$ cat config.mk
export PLATFORM = sky130hd
export DESIGN_NAME = vgm_command_stream_player_top_flat
export DESIGN_NICKNAME = d
export VERILOG_FILES = /design/src/hdl/vgmp_pkg.sv /design/src/hdl/vgmp_if.sv /design/src/hdl/vgm_command_stream_player_top.sv /design/src/flat_wrapper.sv
export SDC_FILE = /design/constraint.sdc
export NUM_CORES = 1
export LEC_CHECK = 0
export BUFFER_PORTS_ARGS = -buffer_cell sky130_fd_sc_hd__clkbuf_2
export CAP_MARGIN = 20
export CORE_ASPECT_RATIO = 0.75
export CORE_MARGIN = 1.5
export CORE_UTILIZATION = 45
export DETAILED_ROUTE_END_ITERATION = 8
export SLEW_MARGIN = 20
export SYNTH_ARGS = -nofsm -noshare
export SYNTH_HDL_FRONTEND = slang
export SYNTH_SLANG_ARGS = --single-unit
export TNS_END_PERCENT = 10
$ cat constraint.sdc
create_clock -name clk -period 6.3 [get_ports clk]
set_clock_uncertainty 0.2 [all_clocks]
set_input_delay 1.26 -clock clk [delete_from_list [all_inputs] [get_ports clk]]
set_output_delay 1.26 -clock clk [all_outputs]
set_load 0.01 [all_outputs]
$ cat src/hdl/vgmp_pkg.sv
// Shared types and constants of the VGM command stream player.
package vgmp_pkg;

  typedef enum logic [1:0] {
    KIND_BYTE  = 2'd0,
    KIND_TICK  = 2'd1,
    KIND_START = 2'd2
  } kind_t;

  typedef enum logic [2:0] {
    EV_NONE    = 3'd0,
    EV_WRITE   = 3'd1,
    EV_WAIT    = 3'd2,
    EV_END     = 3'd3,
    EV_UNKNOWN = 3'd4
  } event_t;

  typedef enum logic [4:0] {
    PH_CMD     = 5'b00001,
    PH_WRITE   = 5'b00010,
    PH_DISCARD = 5'b00100,
    PH_WAIT_LO = 5'b01000,
    PH_WAIT_HI = 5'b10000
  } phase_t;

  typedef enum logic [2:0] {
    MODE_PROC = 3'b001,
    MODE_WAIT = 3'b010,
    MODE_DONE = 3'b100
  } mode_t;

  localparam logic [7:0]  CMD_CHIP_WRITE   = 8'h50;
  localparam logic [7:0]  CMD_SKIP_A       = 8'h30;
  localparam logic [7:0]  CMD_SKIP_B       = 8'h4F;
  localparam logic [7:0]  CMD_WAIT_N       = 8'h61;
  localparam logic [7:0]  CMD_WAIT_NTSC    = 8'h62;
  localparam logic [7:0]  CMD_WAIT_PAL     = 8'h63;
  localparam logic [7:0]  CMD_END          = 8'h66;
  localparam logic [7:0]  CMD_SHORT_FIRST  = 8'h70;
  localparam logic [7:0]  CMD_SHORT_LAST   = 8'h7F;
  localparam logic [3:0]  SHORT_WAIT_MASK  = 4'hF;
  localparam logic [15:0] SAMPLES_NTSC     = 16'd735;
  localparam logic [15:0] SAMPLES_PAL      = 16'd882;

endpackage

$ cat src/hdl/vgmp_if.sv
// Request and result channel interfaces of the VGM command stream player.
interface vgmp_in_if;
  logic        valid;
  logic        ready;
  logic [1:0]  kind;
  logic [7:0]  stream_byte;
  logic [15:0] tick_increment;

  modport source (output valid, kind, stream_byte, tick_increment, input ready);
  modport sink   (input valid, kind, stream_byte, tick_increment, output ready);
endinterface

interface vgmp_out_if;
  logic        valid;
  logic        ready;
  logic [2:0]  event_res;
  logic [7:0]  event_byte;
  logic [15:0] wait_samples;
  logic [31:0] current_position;
  logic [31:0] target_position;
  logic        want_more;
  logic        busy_res;

  modport source (output valid, event_res, event_byte, wait_samples, current_position,
                  target_position, want_more, busy_res, input ready);
  modport sink   (input valid, event_res, event_byte, wait_samples, current_position,
                  target_position, want_more, busy_res, output ready);
endinterface

$ cat src/hdl/vgm_command_stream_player_top.sv
// Top level of the VGM command stream player.
// Takes one request per cycle (stream byte, sample tick or start marker) and returns
// exactly one result per request: a request register feeds the command decoder
// and the position adder, whose output lands in the result register. The parser
// state and both 32-bit positions update in that same cycle, so requests follow
// back to back; the only thing that slows the rate is res.ready.
module vgm_command_stream_player_top (
  input  logic       clk,
  input  logic       rst,
  vgmp_in_if.sink    cmd,
  vgmp_out_if.source res
);
  import vgmp_pkg::*;

  logic        s1_valid;
  kind_t       s1_kind;
  logic [7:0]  s1_byte;
  logic [15:0] s1_tick;

  phase_t      phase, phase_next;
  mode_t       mode, mode_next;
  logic [7:0]  wait_low, wait_low_next;
  logic [31:0] current, current_next;
  logic [31:0] target, target_next;

  logic        out_valid;
  event_t      out_event;
  logic [7:0]  out_byte;
  logic [15:0] out_wait;
  logic [31:0] out_current;
  logic [31:0] out_target;
  logic        out_more;
  logic        out_busy;

  event_t      ev;
  logic [7:0]  ev_byte;
  logic        do_wait;
  logic [15:0] wait_add;
  logic [15:0] ws;
  logic        more;
  logic        advance;

  assign advance   = !out_valid || res.ready;
  assign cmd.ready = !s1_valid || advance;

  always_ff @(posedge clk) begin
    if (rst) begin
      s1_valid <= 1'b0;
    end else if (cmd.ready) begin
      s1_valid <= cmd.valid;
    end
    if (cmd.valid && cmd.ready) begin
      s1_kind <= kind_t'(cmd.kind);
      s1_byte <= cmd.stream_byte;
      s1_tick <= cmd.tick_increment;
    end
  end

  always_comb begin
    phase_next    = phase;
    mode_next     = mode;
    wait_low_next = wait_low;
    current_next  = current;
    target_next   = target;
    ev            = EV_NONE;
    ev_byte       = 8'd0;
    do_wait       = 1'b0;
    wait_add      = 16'd0;
    ws            = 16'd0;
    case (s1_kind)
      KIND_BYTE: begin
        if (mode != MODE_DONE) begin
          case (phase)
            PH_WRITE: begin
              phase_next = PH_CMD;
              ev         = EV_WRITE;
              ev_byte    = s1_byte;
            end
            PH_DISCARD: begin
              phase_next = PH_CMD;
            end
            PH_WAIT_LO: begin
              wait_low_next = s1_byte;
              phase_next    = PH_WAIT_HI;
            end
            PH_WAIT_HI: begin
              phase_next = PH_CMD;
              do_wait    = 1'b1;
              wait_add   = {s1_byte, wait_low};
            end
            default: begin
              phase_next = PH_CMD;
              mode_next  = MODE_PROC;
              if (s1_byte inside {[CMD_SHORT_FIRST:CMD_SHORT_LAST]}) begin
                do_wait  = 1'b1;
                wait_add = 16'({1'b0, s1_byte[3:0] & SHORT_WAIT_MASK} + 5'd1);
              end else begin
                case (s1_byte)
                  CMD_CHIP_WRITE: phase_next = PH_WRITE;
                  CMD_SKIP_A, CMD_SKIP_B: phase_next = PH_DISCARD;
                  CMD_WAIT_N: phase_next = PH_WAIT_LO;
                  CMD_WAIT_NTSC: begin
                    do_wait  = 1'b1;
                    wait_add = SAMPLES_NTSC;
                  end
                  CMD_WAIT_PAL: begin
                    do_wait  = 1'b1;
                    wait_add = SAMPLES_PAL;
                  end
                  CMD_END: begin
                    mode_next = MODE_DONE;
                    ev        = EV_END;
                  end
                  default: begin
                    ev      = EV_UNKNOWN;
                    ev_byte = s1_byte;
                  end
                endcase
              end
            end
          endcase
        end
      end
      KIND_TICK: begin
        target_next = target + {16'd0, s1_tick};
      end
      KIND_START: begin
        phase_next    = PH_CMD;
        mode_next     = MODE_PROC;
        wait_low_next = 8'd0;
        current_next  = 32'd0;
        target_next   = 32'd0;
      end
      default: ;
    endcase
    if (do_wait) begin
      current_next = current + {16'd0, wait_add};
      mode_next    = MODE_WAIT;
      ev           = EV_WAIT;
      ws           = wait_add;
    end
    more = (mode_next == MODE_PROC) ||
           ((mode_next == MODE_WAIT) && (current_next < target_next));
  end

  always_ff @(posedge clk) begin
    if (rst) begin
      phase     <= PH_CMD;
      mode      <= MODE_PROC;
      wait_low  <= 8'd0;
      current   <= 32'd0;
      target    <= 32'd0;
      out_valid <= 1'b0;
    end else if (advance) begin
      out_valid <= s1_valid;
      if (s1_valid) begin
        phase    <= phase_next;
        mode     <= mode_next;
        wait_low <= wait_low_next;
        current  <= current_next;
        target   <= target_next;
      end
    end
  end

  always_ff @(posedge clk) begin
    if (advance && s1_valid) begin
      out_event   <= ev;
      out_byte    <= ev_byte;
      out_wait    <= ws;
      out_current <= current_next;
      out_target  <= target_next;
      out_more    <= more;
      out_busy    <= (mode_next != MODE_DONE);
    end
  end

  assign res.valid            = out_valid;
  assign res.event_res        = out_event;
  assign res.event_byte       = out_byte;
  assign res.wait_samples     = out_wait;
  assign res.current_position = out_current;
  assign res.target_position  = out_target;
  assign res.want_more        = out_more;
  assign res.busy_res         = out_busy;

  a_end_clears_busy: assert property (@(posedge clk) disable iff (rst)
    (out_valid && out_event == EV_END) |-> !out_busy)
    else $error("end of data reported while still busy");

  a_done_wants_nothing: assert property (@(posedge clk) disable iff (rst)
    (out_valid && !out_busy) |-> !out_more)
    else $error("more data requested after end of data");

  a_byte_only_on_data_events: assert property (@(posedge clk) disable iff (rst)
    (out_valid && out_event != EV_WRITE && out_event != EV_UNKNOWN) |-> out_byte == 8'd0)
    else $error("event byte set on an event that carries none");

  a_done_at_command_phase: assert property (@(posedge clk) disable iff (rst)
    (mode == MODE_DONE) |-> (phase == PH_CMD))
    else $error("parser left inside a command after end of data");

endmodule
$ cat src/flat_wrapper.sv
// flat-port wrapper written by rule: the top's interface ports become plain ports
module vgm_command_stream_player_top_flat import vgmp_pkg::*;
  (clk, rst, cmd_valid, cmd_kind, cmd_stream_byte, cmd_tick_increment, cmd_ready, res_valid, res_event_res, res_event_byte, res_wait_samples, res_current_position, res_target_position, res_want_more, res_busy_res, res_ready);
  vgmp_in_if cmd_i ();
  vgmp_out_if res_i ();
  input  logic clk;
  input  logic rst;
  input wire logic [$bits(cmd_i.valid)-1:0] cmd_valid;
  input wire logic [$bits(cmd_i.kind)-1:0] cmd_kind;
  input wire logic [$bits(cmd_i.stream_byte)-1:0] cmd_stream_byte;
  input wire logic [$bits(cmd_i.tick_increment)-1:0] cmd_tick_increment;
  output wire logic [$bits(cmd_i.ready)-1:0] cmd_ready;
  output wire logic [$bits(res_i.valid)-1:0] res_valid;
  output wire logic [$bits(res_i.event_res)-1:0] res_event_res;
  output wire logic [$bits(res_i.event_byte)-1:0] res_event_byte;
  output wire logic [$bits(res_i.wait_samples)-1:0] res_wait_samples;
  output wire logic [$bits(res_i.current_position)-1:0] res_current_position;
  output wire logic [$bits(res_i.target_position)-1:0] res_target_position;
  output wire logic [$bits(res_i.want_more)-1:0] res_want_more;
  output wire logic [$bits(res_i.busy_res)-1:0] res_busy_res;
  input wire logic [$bits(res_i.ready)-1:0] res_ready;
  assign cmd_i.valid = cmd_valid;
  assign cmd_i.kind = cmd_kind;
  assign cmd_i.stream_byte = cmd_stream_byte;
  assign cmd_i.tick_increment = cmd_tick_increment;
  assign cmd_ready = cmd_i.ready;
  assign res_valid = res_i.valid;
  assign res_event_res = res_i.event_res;
  assign res_event_byte = res_i.event_byte;
  assign res_wait_samples = res_i.wait_samples;
  assign res_current_position = res_i.current_position;
  assign res_target_position = res_i.target_position;
  assign res_want_more = res_i.want_more;
  assign res_busy_res = res_i.busy_res;
  assign res_i.ready = res_ready;
  vgm_command_stream_player_top u_core (.clk(clk), .rst(rst), .cmd(cmd_i), .res(res_i));
endmodule
### Word-level counts from Yosys, hierarchy flattened

Index checks and enable logic that the tools add are counted.

* bits in writable memories: 0
* input bits: 30
* memories kept: 0
* memory bits (read-only): 0
* flip-flop bits (word level): 201
* bits in latches: 0
* word-level logic and storage cells: 104

* add/sub/neg operators: 3
* divide/modulo/power cells: 0
* shift operators: 0
* reductions and logical operators: 24
* equality and inequality tests: 19
* magnitude comparators: 3
* multiply operators: 0
* bitwise operators: 2
* muxes and demuxes: 35

Operators with widths (count)
* $add A32 B16 Y32: 2
* $mux W32: 2
* $pmux W32 S2: 1
* $eq A8 B7 Y1 const B: 6
* $mux W16: 3
* $lt A32 B32 Y1: 1
* $mux W8: 4
* $pmux W16 S2: 1
* $pmux W8 S2: 2
* $pmux W10 S2: 1
* $pmux W5 S2: 2
* $mux W3: 6
* $pmux W3 S2: 3
* $pmux W4 S3: 1
* $reduce_or A3 Y1: 4
* $mux W5: 2
* $eq A8 B6 Y1 const B: 1
* $ge A8 B7 Y1 const B: 1
* $le A8 B7 Y1 const B: 1
* $reduce_or A7 Y1: 1
* $ne A3 B3 Y1 const B: 2
* $reduce_or A6 Y1: 1
* $add A4 B1 Y5 const B: 1
* $eq A5 B2 Y1 const B: 1
* 22 further kinds: 36

### Longest topological paths before layout

Gate-level depths: netlist (run 1).

* word-level depth: 11
* gate-level depth with buffers: 25
* mapped depth without buffers: 23

### Worst setup path before layout (run 1)

Ideal clock, no wire load.

* kind: reg-to-reg
* start point: register u_core.phase[4]
* end point: register u_core.out_more, in the netlist u_core.res.want_more (data pin)
* arrival: 5313 ps
* path buffers: 2
* stages on the path, launching flop included: 25
* data required time: 5954 ps
* path slack: 641 ps
* cells stage by stage: dfxtp_1 > or4b_4 > o311ai_1 > nor2b_1 > clkbuf_1 > a211oi_1 > a21oi_1 > nor2_1 > ha_1 > o21ai_0 > nor4_1 > or2_2 > o21ai_0 > a21o_1 > buf_2 > o211ai_1 > o31ai_1 > ha_1 > a21o_1 > a21o_1 > a21oi_1 > o21ai_0 > a211o_1 > a2111o_1 > a21oi_1

* longest elaborated chain between the ends: 10
* elaborated cells on any way between the ends: 23

RTL lines
* start: declaration: RTL line vgm_command_stream_player_top.sv:20 `phase_t phase, phase_next;`
* start signal: assignment: RTL line vgm_command_stream_player_top.sv:157 `phase <= phase_next;`
* $eq A5 B2 Y1 (tied with other cells): RTL line vgm_command_stream_player_top.sv:73 `case (phase)`
* $reduce_or A3 Y1 (no source line)
* $pmux W16 S2 *: RTL line vgm_command_stream_player_top.sv:73
* $mux W16 *: RTL line vgm_command_stream_player_top.sv:72 `if (mode != MODE_DONE) begin`
* $mux W16 *: RTL line vgm_command_stream_player_top.sv:70 `case (s1_kind)`
* named net u_core.wait_add[2]: RTL line vgm_command_stream_player_top.sv:38 `logic [15:0] wait_add;`
* $add A32 B16 Y32 *: RTL line vgm_command_stream_player_top.sv:137 `current_next = current + {16'd0, wait_add};`
* $mux W32 *: RTL line vgm_command_stream_player_top.sv:136 `if (do_wait) begin`
* named net u_core.current_next[17]: RTL line vgm_command_stream_player_top.sv:23 `logic [31:0] current, current_next;`
* $lt A32 B32 Y1 *: RTL line vgm_command_stream_player_top.sv:143 `((mode_next == MODE_WAIT) && (current_next < target_next));`
* $logic_and A1 B1 Y1 *: RTL line vgm_command_stream_player_top.sv:143
* $logic_or A1 B1 Y1 *: RTL line vgm_command_stream_player_top.sv:142 `more = (mode_next == MODE_PROC) ||`
* named net u_core.more: RTL line vgm_command_stream_player_top.sv:40 `logic more;`
* end signal: assignment: RTL line vgm_command_stream_player_top.sv:173 `out_more <= more;`
* end: declaration: RTL line vgm_command_stream_player_top.sv:32 `logic out_more;`

Mark *: on every way through the listed nets, which the timed path passes. The rest lies on a longest branch.
A chain may end at the register's enable or synchronous reset.

### Worst setup path after layout (run 1)

* start point: register u_core.s1_byte[7]
* end point: register u_core.out_more, in the netlist u_core.res.want_more (data pin)

* longest elaborated chain between the ends: 11
* elaborated cells on any way between the ends: 30

RTL lines
* start: declaration: RTL line vgm_command_stream_player_top.sv:17 `logic [7:0] s1_byte;`
* start signal: assignment: RTL line vgm_command_stream_player_top.sv:54 `s1_byte <= cmd.stream_byte;`
* $ge A8 B7 Y1 (tied with other cells): RTL line vgm_command_stream_player_top.sv:94 `if (s1_byte inside {[CMD_SHORT_FIRST:CMD_SHORT_LAST]}) begin`
* $logic_and A1 B1 Y1 or $pmux W10 S2 (tied branches): RTL line vgm_command_stream_player_top.sv:94, vgm_command_stream_player_top.sv:98
* $mux W16 *: RTL line vgm_command_stream_player_top.sv:94
* $pmux W16 S2 *: RTL line vgm_command_stream_player_top.sv:73
* $mux W16 *: RTL line vgm_command_stream_player_top.sv:72
* $mux W16 *: RTL line vgm_command_stream_player_top.sv:70
* named net u_core.wait_add[2]: RTL line vgm_command_stream_player_top.sv:38
* $add A32 B16 Y32 *: RTL line vgm_command_stream_player_top.sv:137
* $mux W32 *: RTL line vgm_command_stream_player_top.sv:136
* named net u_core.current_next[28]: RTL line vgm_command_stream_player_top.sv:23
* $lt A32 B32 Y1 *: RTL line vgm_command_stream_player_top.sv:143
* $logic_and A1 B1 Y1 *: RTL line vgm_command_stream_player_top.sv:143
* $logic_or A1 B1 Y1 *: RTL line vgm_command_stream_player_top.sv:142
* named net u_core.more: RTL line vgm_command_stream_player_top.sv:40

Marked as above.

==> impl_metrics.yaml, run 1 <==
synth:
  synth_xor_area_share_pct: 3.82
  synth_top_area_share_pct: 31.2
  synth_ff_type: "edfxtp_1"
  synth_compound_area_share_pct: 17.9
  mappedNetlistArea_mm2: 0.0115
  synth.area.mux_share_pct: 0.732
  netlist_instances: 1191
  yosys-top-cells-count: "edfxtp_1 (119), nor2_1 (113), nand2_1 (91)"
  synth_edf_count: 119
  synth_top_cell_by_area: "edfxtp_1"
  syn-mean-instance-area_um2: 9.62
  yosysWarnings: 0
  synth_top_family_by_area: "simple AND/OR/NAND/NOR gates"
  yosysSeqAreaShare_pct: 45.5
  synth_most_common_cell: "edfxtp_1"
  syn-num-nets: 1293
  synth_fa_ha_area_share_pct: 7.99
  yosys.area_share.simple_pct: 20.5
  synth.area.top_cells: "edfxtp_1 (31%), dfxtp_1 (14%), ha_1 (7.6%)"
  synth-seq-cells: 201
  ys_async_sr_fraction_pct: 0
  synth_cell_type_count: 83
final_layout:
  n_antenna_cell: 0
  syn2layout_area_growth_pct: 16.2
  post-route-util_pct: 53.3
  instances_no_fill: 1660
  drive_gt1_share_pct: 19.1
  fin_nets: 1409
  fillerInstances: 2282
die:
  die_h_um: 141
  pin_count: 125
  die_area_mm2: 0.0264
  initial_core_util_pct: 45.9
  core_mm2: 0.0250
  dieWidth_um: 187
  fp-row-count: 50
placement:
  port_buffers: 124
  dp_cells: 1621
  place_congestion: 0.876
  place_hpwl_um: 21300
global_routing:
  grt_first_pass_wirelength_um: 46900
  grt_start_max_net_pins: 89
  gr-total-overflow: 0
  grt.total_usage_pct: 22.3
  antenna_found_initial: 0
  grt_pass1_vias: 8398
clocking:
  cts_buffer_depth: 3
  cts_tree: "yes"
  cts_buffers: 21
  clk_pin_slew_ps: 70
  clk_latency_ps: 530
  clockRootBuffer: "clkbuf_16"
  numClockSinks: 201
  htreeDepth: 1
sta:
  max_freq_mhz: 167
  fin_crit_ps: 5990
  tns_ps: 0
  setup_viol: 0
  post-route-period-util_pct: 95.1
  slew_headroom_pct: 30.8
  worst_pin_slew_ps: 1030
  final-max-slew-violation-count: 0
  finalHoldViolCount: 0
  fin_hold_ws_ps: 283
outcome:
  status: "finished, final reports clean"
routing:
  drc: 0
  wl_per_cell_um: 18.0
  vias: 9471
  routed_wirelength_um: 29900
  firstDrtPassIters: 6
  via_per_inst: 5.71
  drt_iter0_markers: 702
  final_antenna_net_count: 0
critical_path:
  endpoint_kind: "flop"
  required_ps: 6360
  cp.arrival_ps: 6060
  cp_max_fo: 5
  start_kind: "flop"
  crit_type: "flop to flop"
  rrSetupSlack_ps: 310
power_and_ir_drop:
  cellPowerDensity_mw_per_mm2: 225
  peakVddDrop_v: 0.000196
  p_leak_nw: 5.17
  total_power_mw: 2.99
run:
  maxCapViolCount: 0
hold_path:
  min_path_type: "flop to flop"
## per-layer routing
layer  wire, µm  share of wire (%)  GRT usage, %
met1      15100                 51          35.0
met2      12400                 42          32.3
met3       1930                6.5          3.29
met4        424                1.4          4.12
met5          0                  0             0
## what timing repair did
action                                  CTS  global route
endpoints found under the setup margin    0             1
hold buffers                              0             0
setup buffers                             0             1
gates resized for setup                   0            29
## sequential cells by signal, summed over array words and instances, names as in the netlist
signal,count
u_core.current,32
u_core.res.current_position,32
u_core.res.target_position,32
u_core.target,32
u_core.res.wait_samples,16
u_core.s1_tick,16
u_core.res.event_byte,8
u_core.s1_byte,8
u_core.wait_low,8
u_core.phase,5
u_core.mode,3
u_core.res.event_res,3
u_core.s1_kind,2
u_core.res.busy_res,1
u_core.res.valid,1
u_core.res.want_more,1
u_core.s1_valid,1
## power by group
part	total (mW)	leakage, nW	switching, mW	internal, mW
Clock	1.19	0.313	0.537	0.656
Sequential	1.47	1.79	0.0270	1.44
Combinational	0.328	3.07	0.211	0.117
## stage by stage
stage / area [µm²] / setup slack [ps]
6_report: 13300 / 307
5_1_grt: 13300 / -24.9
3_5_place_dp: 12500 / 116
3_3_place_gp: 12500 / 159
2_1_floorplan: 11500 / 641
4_1_cts: 13200 / 75.3
## cells in the final DEF, fill, tap and decap left out, drive strengths merged, types with 11 or more instances in the layout
cell type  netlist  routed
and3            16      16
clkbuf          50     147
nand4           19      19
o31ai           18      18
a21o            19      19
a211oi          28      28
and2            27      27
or2             23      23
nor2b           17      17
inv             33      35
nand2           91      91
ha              70      70
dfxtp           82      82
edfxtp         119     119
xnor2           26      26
nand3           46      46
buf             18      37
xor2            24      24
clkinv           2      11
or4             11      11
nor3            24      24
o21ai           49      49
a31oi           30      30
a21oi           72      72
o211ai          19      19
nor2           115     115
## final timing paths
| check | end | startpoint | cells past startpoint |
|---|---|---|---|
| worst max register to register | u_core.res.want_more | u_core.s1_byte[7] | 22 |
| worst min register to register | u_core.target[12] | u_core.target[12] | 2 |
| worst min-delay path | u_core.target[12] | u_core.target[12] | 2 |
| worst max-delay path | u_core.res.want_more | u_core.s1_byte[7] | 22 |
## worst max-delay path, stage by stage (launching register included)
cell	delay (ps)
edfxtp_1	380
nand4bb_1	360
nor3_1	510
a21oi_1	200
a211oi_1	270
a21oi_1	90
nor2_1	100
ha_1	280
nor2b_1	160
o31a_1	270
o31ai_1	360
a21boi_1	170
buf_4	190
o311ai_2	370
mux2i_1	130
buf_4	160
ha_1	310
nand4_1	130
nor4_2	350
nand4_1	200
nor4b_2	320
a2111o_1	170
a21oi_1	60
## kinds of logic after synthesis
| kind of cell | Yosys count |
|---|---|
| AND/OR/NAND/NOR | 451 |
| adder cells (fa/ha/maj) | 72 |
| buffers and inverters | 103 |
| AO/OA/AOI/OAI | 306 |
| multiplexers | 8 |
| XOR/XNOR | 50 |
| flip-flops | 201 |
## layout make-up
| cell class | count | area (µm²) | area share [%] |
|---|---|---|---|
| Clock inverter | 15 | 111 | 0.836 |
| Timing Repair Buffer | 161 | 923 | 6.93 |
| Tap cell | 338 | 423 | 3.18 |
| Multi-Input combinational cell | 887 | 5980 | 44.9 |
| Clock buffer | 23 | 533 | 4.00 |
| Inverter | 35 | 134 | 1.01 |
| Sequential cell | 201 | 5220 | 39.2 |
Note: power is estimated with default switching activity, not from simulation.
==> inputs of run 2 (changes only) <==
Settings changed: BUFFER_PORTS_ARGS -buffer_cell sky130_fd_sc_hd__clkbuf_2 to -buffer_cell sky130_fd_sc_hd__buf_2, PLACE_DENSITY set to 0.66, REMOVE_ABC_BUFFERS set to 1.
==> run 2 against run 1 <==
Compared with the run above: clock-buffer cell count is 6 higher; non-clock buffer count is 8 higher; flip-flop and latch count stayed put; design area is 0.88% higher; critical endpoint unchanged; highest routed layer unchanged.
==> impl_metrics.yaml, run 2 (synthesis gave the netlist of run 1 again) <==
routing:
  via_per_inst: 5.75
  firstDrtPassIters: 5
  vias: 9606
  wl_per_cell_um: 18.0
  drt_iter0_markers: 780
  routed_wirelength_um: 30100
  final_antenna_net_count: 0
  drc: 0
clocking:
  cts_tree: "yes"
  htreeDepth: 1
  postCtsHoldBufs: 0
  clk_pin_slew_ps: 60
  cts_buffer_depth: 3
  clk_latency_ps: 520
  numClockSinks: 201
  clockRootBuffer: "clkbuf_16"
  cts_buffers: 22
power_and_ir_drop:
  cellPowerDensity_mw_per_mm2: 236
  peakVddDrop_v: 0.000173
  total_power_mw: 3.17
  p_leak_nw: 5.21
critical_path:
  cpPeakStageDelay_ps: 590
  cp_max_fo: 6
  rrSetupSlack_ps: 370
  cp_num_buf_inv: 4
  start_kind: "flop"
  crit_slowest_cell: "or4b_4"
  cp.arrival_ps: 5970
  path_common_cell: "buf_4"
  rr_worst_depth: 24
  reg2reg_from: "u_core.phase[4]"
  worstPathCellList: "or4b_4 -> o311ai_1 -> nand2b_1 -> buf_4 -> nor2_1 -> nor3_1 -> ha_1 -> inv_1 -> fa_1 -> nor2b_1 -> o31a_1 -> o31ai_2 -> a21boi_2 -> buf_4 -> o311ai_1 -> buf_4 -> mux2i_1 -> ha_1 -> nand4_1 -> nor4_2 -> nand4_1 -> nor4b_1 -> a2111o_1 -> a21oi_1"
  required_ps: 6340
  cp-startpoint: "u_core.phase[4]"
  timing.rr.end: "u_core.res.want_more"
  endpoint_kind: "flop"
  worst-path-stages: 24
  cp_top_family: "simple AND/OR/NAND/NOR gates"
  crit_type: "flop to flop"
  cp-endpoint: "u_core.res.want_more"
die:
  die_area_mm2: 0.0264
  dieWidth_um: 187
  fp-row-count: 50
  core_mm2: 0.0250
  initial_core_util_pct: 45.9
  die_h_um: 141
  pin_count: 125
global_routing:
  grt.total_usage_pct: 22.3
  grt_start_max_net_pins: 53
  gr-total-overflow: 0
  antenna_found_initial: 0
  grt_pass1_vias: 8789
  grt_first_pass_wirelength_um: 47600
sta:
  post-route-period-util_pct: 94.1
  setup_viol: 0
  finalHoldViolCount: 0
  max_freq_mhz: 169
  slew_headroom_pct: 36.7
  worst_pin_slew_ps: 949
  final-max-slew-violation-count: 0
  fin_crit_ps: 5930
hold_path:
  whs_path_depth: 2
  min_path_type: "flop to flop"
placement:
  place_congestion: 0.921
  port_buffers: 124
  place_hpwl_um: 21100
final_layout:
  layout_common_cells: "buf_2 (124), edfxtp_1 (119), nor2_1 (113), nand2_1 (91), dfxtp_1 (81)"
  multi_input_area_mm2: 0.00593
  final_common_cell: "buf_2"
  drive_gt1_share_pct: 19.4
  post-route-util_pct: 53.8
  fillerInstances: 2251
  fin_nets: 1418
  syn2layout_area_growth_pct: 17.2
  n_antenna_cell: 0
  seq_area_mm2: 0.00522
outcome:
  status: "finished, final reports clean"
run:
  maxCapViolCount: 0
run 2: what timing repair did:
| item | 4_1_cts | 5_1_grt |
|---|---|---|
| buffers inserted | 0 | 2 |
| endpoints found under the setup margin | 0 | 1 |
| resized for setup | 0 | 25 |
run 2: power by group:
group | total, mW | switching, mW | internal, mW
registers | 1.47 | 0.0244 | 1.44
logic | 0.327 | 0.211 | 0.116
clock network | 1.38 | 0.535 | 0.844
run 2: worst min-delay path, stage by stage, from the launching register on:
cell	delay, ps
dfxtp_1	310
inv_1	60
a211oi_1	60
run 2: stage by stage:
stage / hold slack [ps] / std cells / area, µm² / TNS [ps] / worst slack, ps
finish: 283 / 1670 / 13400 / 0 / 369
CTS: 282 / 1668 / 13300 / 0 / 183
global route: 309 / 1670 / 13400 / -11.4 / -11.4
global placement: 261 / 1628 / 12600 / 0 / 319
floorplan: 238 / 1123 / 11200 / -54770 / -916
detailed placement: 271 / 1628 / 12600 / 0 / 283
run 2: worst min-delay path by stage:
stage / to / slack (ps) / startpoint
global route: u_core.mode[2] / 310 / u_core.mode[2]
floorplan: u_core.mode[2] / 240 / u_core.mode[2]
CTS: u_core.mode[2] / 280 / u_core.mode[2]
finish: u_core.target[0] / 280 / u_core.target[0]
global placement: u_core.mode[2] / 260 / u_core.mode[2]
detailed placement: u_core.target[0] / 270 / u_core.target[0]
run 2: final cells by class:
class	instances	share of cell area, %
Multi-Input combinational cell	887	44.1
Sequential cell	201	38.8
Timing Repair Buffer	169	7.19
Clock buffer	29	4.53
Tap cell	338	3.15
Clock inverter	11	1.20
Inverter	35	0.997
run 2: per-layer routing:
metal	up-vias	GRT usage (%)	share of wire, %
met5	-	0	0
met1	4542	33.6	49
li1	4686	-	-
met2	330	33.3	43
met4	0	6.20	2.4
met3	48	3.36	5.9
